**src/nrf_pkg.sv**
```systemverilog
// ----------------------------------------------------------------------------
// nrf_pkg
// Shared constants, codes and controller/datapath types for the block.
// ----------------------------------------------------------------------------
package nrf_pkg;

    localparam int NEIGHBORS = 8;
    localparam int IDX_W     = (NEIGHBORS > 1) ? $clog2(NEIGHBORS) : 1;
    localparam int CNT_W     = $clog2(NEIGHBORS + 1);

    localparam int DATA_W = 104;
    localparam int USER_W = 1;
    localparam int CFG_AW = 3;
    localparam int CFG_DW = 32;

    localparam int ACC_W      = 52;
    localparam int DIV_W      = 70;
    localparam int DIVS_W     = 64;
    localparam int DIV_CNT_W  = $clog2(DIV_W + 1);

    localparam logic [31:0] NEAR_LIMIT = 32'd655;
    localparam logic [11:0] ZBIAS      = 12'd3277;
    localparam logic [45:0] MAG_CAP    = '1;

    typedef enum logic [CFG_AW-1:0] {
        REG_SAFE_DIST = 3'd0,
        REG_GAIN      = 3'd1,
        REG_SCALE     = 3'd2,
        REG_OFS_X     = 3'd3,
        REG_OFS_Y     = 3'd4,
        REG_OFS_Z     = 3'd5
    } cfg_reg_t;

    typedef enum logic {
        ITEM_STORE   = 1'b0,
        ITEM_COMPUTE = 1'b1
    } item_op_t;

    typedef enum logic [1:0] {
        AXIS_X = 2'd0,
        AXIS_Y = 2'd1,
        AXIS_Z = 2'd2
    } axis_t;

    typedef enum logic [4:0] {
        ST_IDLE, ST_NEXT, ST_LOAD, ST_GUARD, ST_SQ, ST_SQRT_GO, ST_SQRT_WAIT,
        ST_BAND, ST_DIVD_WAIT, ST_DIVR, ST_DIVR_WAIT, ST_TMUL, ST_MAG_GO,
        ST_MAG_WAIT, ST_MAG_SAVE, ST_DIR_GO, ST_DIR_WAIT, ST_DMUL, ST_DACC,
        ST_BIAS, ST_BACC, ST_SLO, ST_SHI, ST_SSUM, ST_OUT
    } state_t;

    typedef enum logic [4:0] {
        DP_NOP, DP_STORE, DP_START, DP_LOAD, DP_SQ, DP_SQRT_GO, DP_BAND_GO,
        DP_DIVR_GO, DP_TMUL, DP_MAG_GO, DP_MAG_SAVE, DP_DIR_GO, DP_DMUL,
        DP_DACC, DP_BIAS, DP_BACC, DP_SLO, DP_SHI, DP_SSUM, DP_OUT
    } dp_op_t;

    typedef struct packed {
        dp_op_t           op;
        logic [IDX_W-1:0] idx;
        axis_t            axis;
    } dp_cmd_t;

    typedef struct packed {
        logic nbr_valid;
        logic outside;
        logic in_band;
        logic div_busy;
        logic sqrt_busy;
        logic out_free;
    } dp_status_t;

endpackage

```
**src/nrf_ctrl.sv**
```systemverilog
// ----------------------------------------------------------------------------
// nrf_ctrl
// Sequencer: walks the neighbor slots and steps the datapath per slot.
// ----------------------------------------------------------------------------
module nrf_ctrl (
    input  logic                 clk,
    input  logic                 rst_n,
    input  logic                 in_valid,
    input  logic                 in_op,
    output logic                 in_ready,
    output nrf_pkg::dp_cmd_t     cmd,
    input  nrf_pkg::dp_status_t  status
);

    nrf_pkg::state_t           state_reg, state_next;
    logic [nrf_pkg::CNT_W-1:0] idx_reg, idx_next;
    nrf_pkg::axis_t            axis_reg, axis_next;

    always_ff @(posedge clk or negedge rst_n)
    begin
        if (!rst_n)
        begin
            state_reg <= nrf_pkg::ST_IDLE;
            idx_reg   <= '0;
            axis_reg  <= nrf_pkg::AXIS_X;
        end
        else
        begin
            state_reg <= state_next;
            idx_reg   <= idx_next;
            axis_reg  <= axis_next;
        end
    end

    always_comb
    begin
        state_next = state_reg;
        idx_next   = idx_reg;
        axis_next  = axis_reg;
        in_ready   = 1'b0;
        cmd.op     = nrf_pkg::DP_NOP;
        cmd.idx    = idx_reg[nrf_pkg::IDX_W-1:0];
        cmd.axis   = axis_reg;
        case (state_reg)
            nrf_pkg::ST_IDLE:
            begin
                in_ready = 1'b1;
                if (in_valid)
                begin
                    if (nrf_pkg::item_op_t'(in_op) == nrf_pkg::ITEM_STORE)
                        cmd.op = nrf_pkg::DP_STORE;
                    else
                    begin
                        cmd.op     = nrf_pkg::DP_START;
                        idx_next   = '0;
                        state_next = nrf_pkg::ST_NEXT;
                    end
                end
            end
            nrf_pkg::ST_NEXT:
            begin
                if (idx_reg == nrf_pkg::CNT_W'(nrf_pkg::NEIGHBORS))
                begin
                    axis_next  = nrf_pkg::AXIS_X;
                    state_next = nrf_pkg::ST_SLO;
                end
                else if (status.nbr_valid)
                    state_next = nrf_pkg::ST_LOAD;
                else
                    idx_next = idx_reg + 1'b1;
            end
            nrf_pkg::ST_LOAD:
            begin
                cmd.op     = nrf_pkg::DP_LOAD;
                state_next = nrf_pkg::ST_GUARD;
            end
            nrf_pkg::ST_GUARD:
            begin
                if (status.outside)
                begin
                    idx_next   = idx_reg + 1'b1;
                    state_next = nrf_pkg::ST_NEXT;
                end
                else
                begin
                    axis_next  = nrf_pkg::AXIS_X;
                    state_next = nrf_pkg::ST_SQ;
                end
            end
            nrf_pkg::ST_SQ:
            begin
                cmd.op = nrf_pkg::DP_SQ;
                if (axis_reg == nrf_pkg::AXIS_Z)
                    state_next = nrf_pkg::ST_SQRT_GO;
                else
                    axis_next = nrf_pkg::axis_t'(axis_reg + 2'd1);
            end
            nrf_pkg::ST_SQRT_GO:
            begin
                cmd.op     = nrf_pkg::DP_SQRT_GO;
                state_next = nrf_pkg::ST_SQRT_WAIT;
            end
            nrf_pkg::ST_SQRT_WAIT:
            begin
                if (!status.sqrt_busy)
                    state_next = nrf_pkg::ST_BAND;
            end
            nrf_pkg::ST_BAND:
            begin
                if (status.in_band)
                begin
                    cmd.op     = nrf_pkg::DP_BAND_GO;
                    state_next = nrf_pkg::ST_DIVD_WAIT;
                end
                else
                begin
                    idx_next   = idx_reg + 1'b1;
                    state_next = nrf_pkg::ST_NEXT;
                end
            end
            nrf_pkg::ST_DIVD_WAIT:
            begin
                if (!status.div_busy)
                    state_next = nrf_pkg::ST_DIVR;
            end
            nrf_pkg::ST_DIVR:
            begin
                cmd.op     = nrf_pkg::DP_DIVR_GO;
                state_next = nrf_pkg::ST_DIVR_WAIT;
            end
            nrf_pkg::ST_DIVR_WAIT:
            begin
                if (!status.div_busy)
                    state_next = nrf_pkg::ST_TMUL;
            end
            nrf_pkg::ST_TMUL:
            begin
                cmd.op     = nrf_pkg::DP_TMUL;
                state_next = nrf_pkg::ST_MAG_GO;
            end
            nrf_pkg::ST_MAG_GO:
            begin
                cmd.op     = nrf_pkg::DP_MAG_GO;
                state_next = nrf_pkg::ST_MAG_WAIT;
            end
            nrf_pkg::ST_MAG_WAIT:
            begin
                if (!status.div_busy)
                    state_next = nrf_pkg::ST_MAG_SAVE;
            end
            nrf_pkg::ST_MAG_SAVE:
            begin
                cmd.op     = nrf_pkg::DP_MAG_SAVE;
                axis_next  = nrf_pkg::AXIS_X;
                state_next = nrf_pkg::ST_DIR_GO;
            end
            nrf_pkg::ST_DIR_GO:
            begin
                cmd.op     = nrf_pkg::DP_DIR_GO;
                state_next = nrf_pkg::ST_DIR_WAIT;
            end
            nrf_pkg::ST_DIR_WAIT:
            begin
                if (!status.div_busy)
                    state_next = nrf_pkg::ST_DMUL;
            end
            nrf_pkg::ST_DMUL:
            begin
                cmd.op     = nrf_pkg::DP_DMUL;
                state_next = nrf_pkg::ST_DACC;
            end
            nrf_pkg::ST_DACC:
            begin
                cmd.op = nrf_pkg::DP_DACC;
                if (axis_reg == nrf_pkg::AXIS_Z)
                    state_next = nrf_pkg::ST_BIAS;
                else
                begin
                    axis_next  = nrf_pkg::axis_t'(axis_reg + 2'd1);
                    state_next = nrf_pkg::ST_DIR_GO;
                end
            end
            nrf_pkg::ST_BIAS:
            begin
                cmd.op     = nrf_pkg::DP_BIAS;
                state_next = nrf_pkg::ST_BACC;
            end
            nrf_pkg::ST_BACC:
            begin
                cmd.op     = nrf_pkg::DP_BACC;
                idx_next   = idx_reg + 1'b1;
                state_next = nrf_pkg::ST_NEXT;
            end
            nrf_pkg::ST_SLO:
            begin
                cmd.op     = nrf_pkg::DP_SLO;
                state_next = nrf_pkg::ST_SHI;
            end
            nrf_pkg::ST_SHI:
            begin
                cmd.op     = nrf_pkg::DP_SHI;
                state_next = nrf_pkg::ST_SSUM;
            end
            nrf_pkg::ST_SSUM:
            begin
                cmd.op = nrf_pkg::DP_SSUM;
                if (axis_reg == nrf_pkg::AXIS_Z)
                    state_next = nrf_pkg::ST_OUT;
                else
                begin
                    axis_next  = nrf_pkg::axis_t'(axis_reg + 2'd1);
                    state_next = nrf_pkg::ST_SLO;
                end
            end
            nrf_pkg::ST_OUT:
            begin
                if (status.out_free)
                begin
                    cmd.op     = nrf_pkg::DP_OUT;
                    state_next = nrf_pkg::ST_IDLE;
                end
            end
            default:
            begin
                state_next = nrf_pkg::ST_IDLE;
            end
        endcase
    end

endmodule

```
**config.mk**
```make
export PLATFORM = sky130hd
export DESIGN_NAME = nrf_ctrl
export DESIGN_NICKNAME = d
export VERILOG_FILES = /design/src/nrf_pkg.sv /design/src/nrf_ctrl.sv
export SDC_FILE = /design/constraint.sdc
export NUM_CORES = 1
export LEC_CHECK = 0
export CORE_MARGIN = 5
export CORE_UTILIZATION = 33
export DETAILED_ROUTE_END_ITERATION = 16
export DONT_BUFFER_PORTS = 1
export PLACE_DENSITY = 0.57
export SLEW_MARGIN = 10
export SYNTH_ARGS = -nofsm -noshare
export SYNTH_HDL_FRONTEND = slang
export SYNTH_SLANG_ARGS = --single-unit
```
**constraint.sdc**
```tcl
create_clock -name clk -period 1.9 [get_ports clk]
set_input_delay 0.38 -clock clk [delete_from_list [all_inputs] [get_ports clk]]
set_output_delay 0.38 -clock clk [all_outputs]
set_load 0.005 [all_outputs]
```
* Word level (Yosys, flattened, before mapping)
Index checks and enable logic that the tools add are counted.
** Cells by class
- Add/sub/neg operators :: 2
- $mul :: 0
- Divide/modulo/power cells :: 0
- Order comparisons :: 0
- Equality and inequality tests :: 43
- Shifts and indexed selects :: 0
- Muxes and demuxes :: 33
- Bitwise gates (word level) :: 0
- Reductions and logical operators :: 7
** Operator list (count)
- $pmux 5 s25 :: 1
- $pmux 5 s18 :: 1
- $mux 5 :: 13
- $eq 5x5->1 const B :: 9
- $eq 5x4->1 const B :: 8
- $mux 4 :: 8
- $ne 2x2->1 const B :: 16
- $eq 5x3->1 const B :: 4
- $pmux 4 s5 :: 1
- $eq 5x2->1 const B :: 2
- $mux 2 :: 5
- $reduce_and 10->1 :: 1
- $pmux 2 s4 :: 1
- $reduce_and 7->1 :: 1
- $mux 3 :: 2
- $eq 5x1->1 const B :: 1
- $logic_not 5->1 :: 1
- $reduce_bool 5->1 :: 1
- $add 4x1->4 const B :: 1
- $eq 4x4->1 const B :: 1
- $reduce_and 4->1 :: 1
- $reduce_bool 4->1 :: 1
- $ne 3x3->1 const B :: 1
- $reduce_or 3->1 :: 1
- 3 further kinds :: 3
** Storage, ports and cells
- Flip-flop bits (word level) :: 11
- Bits in latches :: 0
- RAM bits :: 0
- ROM bits :: 0
- Input port bits :: 10
- Output and inout bits :: 11
- Logic and storage cells :: 88
- Memories :: 0

* Logic depth before layout (Yosys ltp)
- Depth after elaboration :: 4
- Mapped depth :: 7
- Mapped depth without buffers :: 7

* Least setup slack after synthesis
Ideal clock, no wire load.
- Kind :: register to register
- Start :: register axis_reg[0]
- End :: register state_reg[0]
- Library setup time :: 125 ps
- Arrival :: 1904 ps
- Data required time :: 1775 ps
- Setup slack :: -128 ps
- Cell stages (with the launch flop) :: 8
- Buffers on the path :: 0
- Clock period less this slack :: 2028 ps
- Cell sequence :: dfrtp_1 -> inv_1 -> ha_1 -> or2_2 -> a2111oi_0 -> nor3_1 -> o221ai_2 -> mux2_2
** Between the ends
- Word-level cells in the longest chain between the ends :: 3
- Elaborated cells between the ends (all ways) :: 5
- Those cells by class :: 2 x eq/ne; 2 x mux; 1 x reduce/logical
** Ends and longest elaborated chain
- from (decl) :: RTL line nrf_ctrl.sv:17 : nrf_pkg::axis_t axis_reg, axis_next;
- from (signal assigned) :: RTL line nrf_ctrl.sv:25 : axis_reg <= nrf_pkg::AXIS_X;
- from (signal assigned) :: RTL line nrf_ctrl.sv:31 : axis_reg <= axis_next;
- $eq 2x2->1 * :: RTL line nrf_ctrl.sv:93, nrf_ctrl.sv:207
- $mux 4 / $ne 2x2->1 (equally long branches)
- $pmux 5 s25 / $reduce_and 10->1 (equally long branches)
- to (signal assigned) :: RTL line nrf_ctrl.sv:23 : state_reg <= nrf_pkg::ST_IDLE;
- to (signal assigned) :: RTL line nrf_ctrl.sv:29 : state_reg <= state_next;
- to (decl) :: RTL line nrf_ctrl.sv:15 : nrf_pkg::state_t state_reg, state_next;
Mark *: on every way between the ends. The rest lies on a longest branch, timed or not.
A chain may end at the register's enable or synchronous reset.

==> summary.txt <==
Synthesis
  – Share of async-settable or async-resettable flops after synthesis: 100%
  – Post-Synthesis Net Count: 189
  – Post-synthesis sequential area ratio: between 20% and 30%
  – Largest cells by area after synthesis: dfrtp_1, a21oi_1, nand2b_1, nand2_1, o21ai_0
  – Mapped Area: 1290 um^2
  – Most used DFF post-synth: dfrtp_1
  – Cell count after synthesis: between 150 and 200
  – Number of warning messages in the yosys log: 0
  – Count of unique library cells instantiated by Yosys: 50
  – EDFF count, synth: 0
  – Cell type with the largest total area after synthesis: dfrtp_1
  – Post-synthesis average cell area: about 7.3 um^2
  – Cell with the most instances after synthesis: a21oi_1
  – Top cells by instance count after synthesis: a21oi_1, nand2_1, nor2_1
  – Number of storage elements in the synthesis netlist: 11
  – Area share of the leading cell type in the synthesized netlist: a little over a fifth

Clock tree
  – Clock root buffer master: clkbuf_8
  – Number of levels the H-tree was split into: 1
  – Insertion delay of the later-clocked pin in the worst-skew pair: 0.25 ns
  – Sink count of the clock tree: 11
  – Number of buffers added by the clock tree synthesis step: 3
  – TritonCTS clock tree: yes
  – Clock transition at the register clock pins on the worst setup and hold paths after CTS: 0.05 ns
  – Max Buffers Root-to-Sink: 2

Power and ir drop
  – Peak ir drop on the vdd network: a little over 0.0007 V
  – Power Density: about 1800 nW/um^2
  – Leakage dissipation: 0.831 nW

Outcome
  – Violations in the final reports: setup timing
  – Outcome: finished with violations

Die
  – Initial cell density of the core: about a third
  – Die boundary height: approximately 73 um
  – Die X-Extent: 72.6 um
  – Rows: 22
  – Count of boundary I/O pins: 21
  – Die ar.: around 5300 um^2
  – Std-Cell Core Area: between 3000 and 4000 um^2

STA
  – Setup clock skew after layout: roughly 0.0035 ns
  – Max transition margin: a little over three fifths
  – Setup-violating endpoint count in the final report: 10
  – Time the final worst path needs with I/O delays and setup: 1.99 ns
  – Slew of the pin with the lowest slew margin: between 0.5 and 0.6 ns
  – Final number of hold-violating endpoints: 0
  – Post-route fraction of the period consumed by the critical path: 104%
  – Setup repair after global routing missed its margin: true
  – Hold Worst Slack: 0.529 ns
  – Final Slew Violations: 0
  – Final worst setup slack: -0.0852 ns
  – Max Clock Freq: 504 MHz

Min path
  – Path class of the lowest-slack min-delay path: input pin to register
  – Startpoint of the lowest-slack hold path: status[5]
  – Depth of the worst hold-timing path: 2
  – Worst hold endpoint: state_reg[0]$_DFFE_PN0P_

Critical path
  – Critical register-to-register path endpoint: axis_reg[0]$_DFFE_PN0P_
  – Beginning of the worst register-to-register path: state_reg[2]$_DFFE_PN0P_
  – Worst-path maximum fanout: 5
  – Reg2Reg Depth: 7
  – Crit start category: register
  – CP Data Arrival Time: ~1.6 ns
  – R2r setup slk: -0.05 ns
  – Type of the worst setup path: register to output port
  – Data required time of the critical path: between 1.5 and 2 ns
  – CP startpoint: state_reg[0]$_DFFE_PN0P_
  – Critical path endpoint category: output port

Finish
  – Final Cell Area: just over 2000 um^2
  – Layout-stage area growth over the synthesis result: 57.3%
  – Max reg flops: 5
  – Number of inserted diodes: 0
  – Layout cell share with drive strength beyond 1: around 49%
  – Final net count: ~240

Routing
  – Total wire length: about 4900 um
  – Post-detailed-route count of antenna-violating nets: 0
  – DRC Markers: 0
  – First-pass detailed-route iteration total: 4
  – Vias post-DR: between 1,500 and 2,000
  – WL per Instance: between 15 and 20 um
  – First-iteration detailed-routing DRC count: 189
  – Routed via count divided by cell count: 6.10

GRT
  – Global-route wire length before repair: 7760 um
  – Pin count of the biggest net entering global routing: 17
  – Number of antenna violations at the first check in global routing: 0
  – Remaining Overflow, GRT: 0
  – Vias in the first global route: 1,663
  – Overall track demand over capacity in global routing: 18.6%

Placed design
  – IO buf count: 0
  – Placed wire-length estimate: around 3400 um
  – DP Area: between 1500 and 2000 um^2
  – GPL Wtd Cong: a little over 0.9

Flow run
  – Maximum Capacitance Violations: 0
layout make-up:
class	count	area, um^2
Clock buffer	4	45.0
Multi-Input combinational cell	140	1140
Inverter	8	30.0
Tap cell	48	60.1
Sequential cell	11	277
Timing Repair Buffer	58	483
Fill cell	336	1680
per-stage QoR:
| step | setup slack (ns) | total power [mW] | instances | util (%) | TNS, ns |
|---|---|---|---|---|---|
| CTS | -0.0619 | 3.44 | 268 | 51.7 | -0.214 |
| floorplan | 0.0111 | 1.87 | 176 | - | 0 |
| finish | -0.0852 | 3.72 | 269 | 54.7 | -0.349 |
| global route | -0.118 | 3.96 | 269 | 54.7 | -1.10 |
| global placement | -0.0476 | 2.65 | 249 | 43.3 | -0.103 |
| detailed placement | -0.0777 | 2.70 | 249 | 43.3 | -0.378 |
kinds of logic after synthesis:
logic type | synth area share [%]
AO/OA/AOI/OAI | 33.3
adder cells (fa/ha/maj) | 2.90
buffers and inverters | 9.00
flip-flops | 21.3
multiplexers | 5.03
AND/OR/NAND/NOR | 28.5
critical path: stages (launching register included):
cell and delay, ns:
dfrtp_1 0.39, or3_4 0.41, buf_6 0.14, a221o_1 0.32, nand3_2 0.10
worst max path at each step:
stage	endpoint	slack, ns	depth (start not counted)
finish	cmd[6]	-0.09	4
global route	state_reg[1]$_DFFE_PN0P_	-0.12	6
CTS	cmd[6]	-0.06	6
detailed placement	state_reg[1]$_DFFE_PN0P_	-0.08	7
global placement	state_reg[1]$_DFFE_PN0P_	-0.05	7
floorplan	idx_reg[3]$_DFFE_PN0P_	0.01	7
layer usage:
layer	vias to the layer above	wire length [um]	track usage, %
met1	785	1950	22.8
met3	19	362	4.13
met4	0	164	6.97
li1	748	-	-
met2	89	2440	31.5
met5	-	0	0
cells in the final DEF, fill, tap and decap left out, drive strengths merged, types with 4 or more instances in the layout:
master  netlist  routed
a21oi        17      17
nand2b       11      11
mux2          4       4
nor2         12      12
nand2        15      15
dfrtp        11      11
inv           8       8
clkbuf        3       4
or2           4       4
o21ai        10      10
nor2b         4       4
buf          14      57
nor3          7       7
where the power goes:
group          internal, mW  total, mW  switching (mW)
Clock                 0.148      0.247          0.0991
Combinational          1.54       3.05            1.51
Sequential            0.336      0.416          0.0805
Total                  2.03       3.72            1.69
repair_timing:
action | CTS | global route
hold buffers | 1 | 0
hold endpoints to repair | 11 | 0
buffers inserted | 14 | 1
pin swaps | 13 | 12
endpoints found under the setup margin | 15 | 14
resized for setup | 35 | 19
Power figures use the tool's default switching activity.
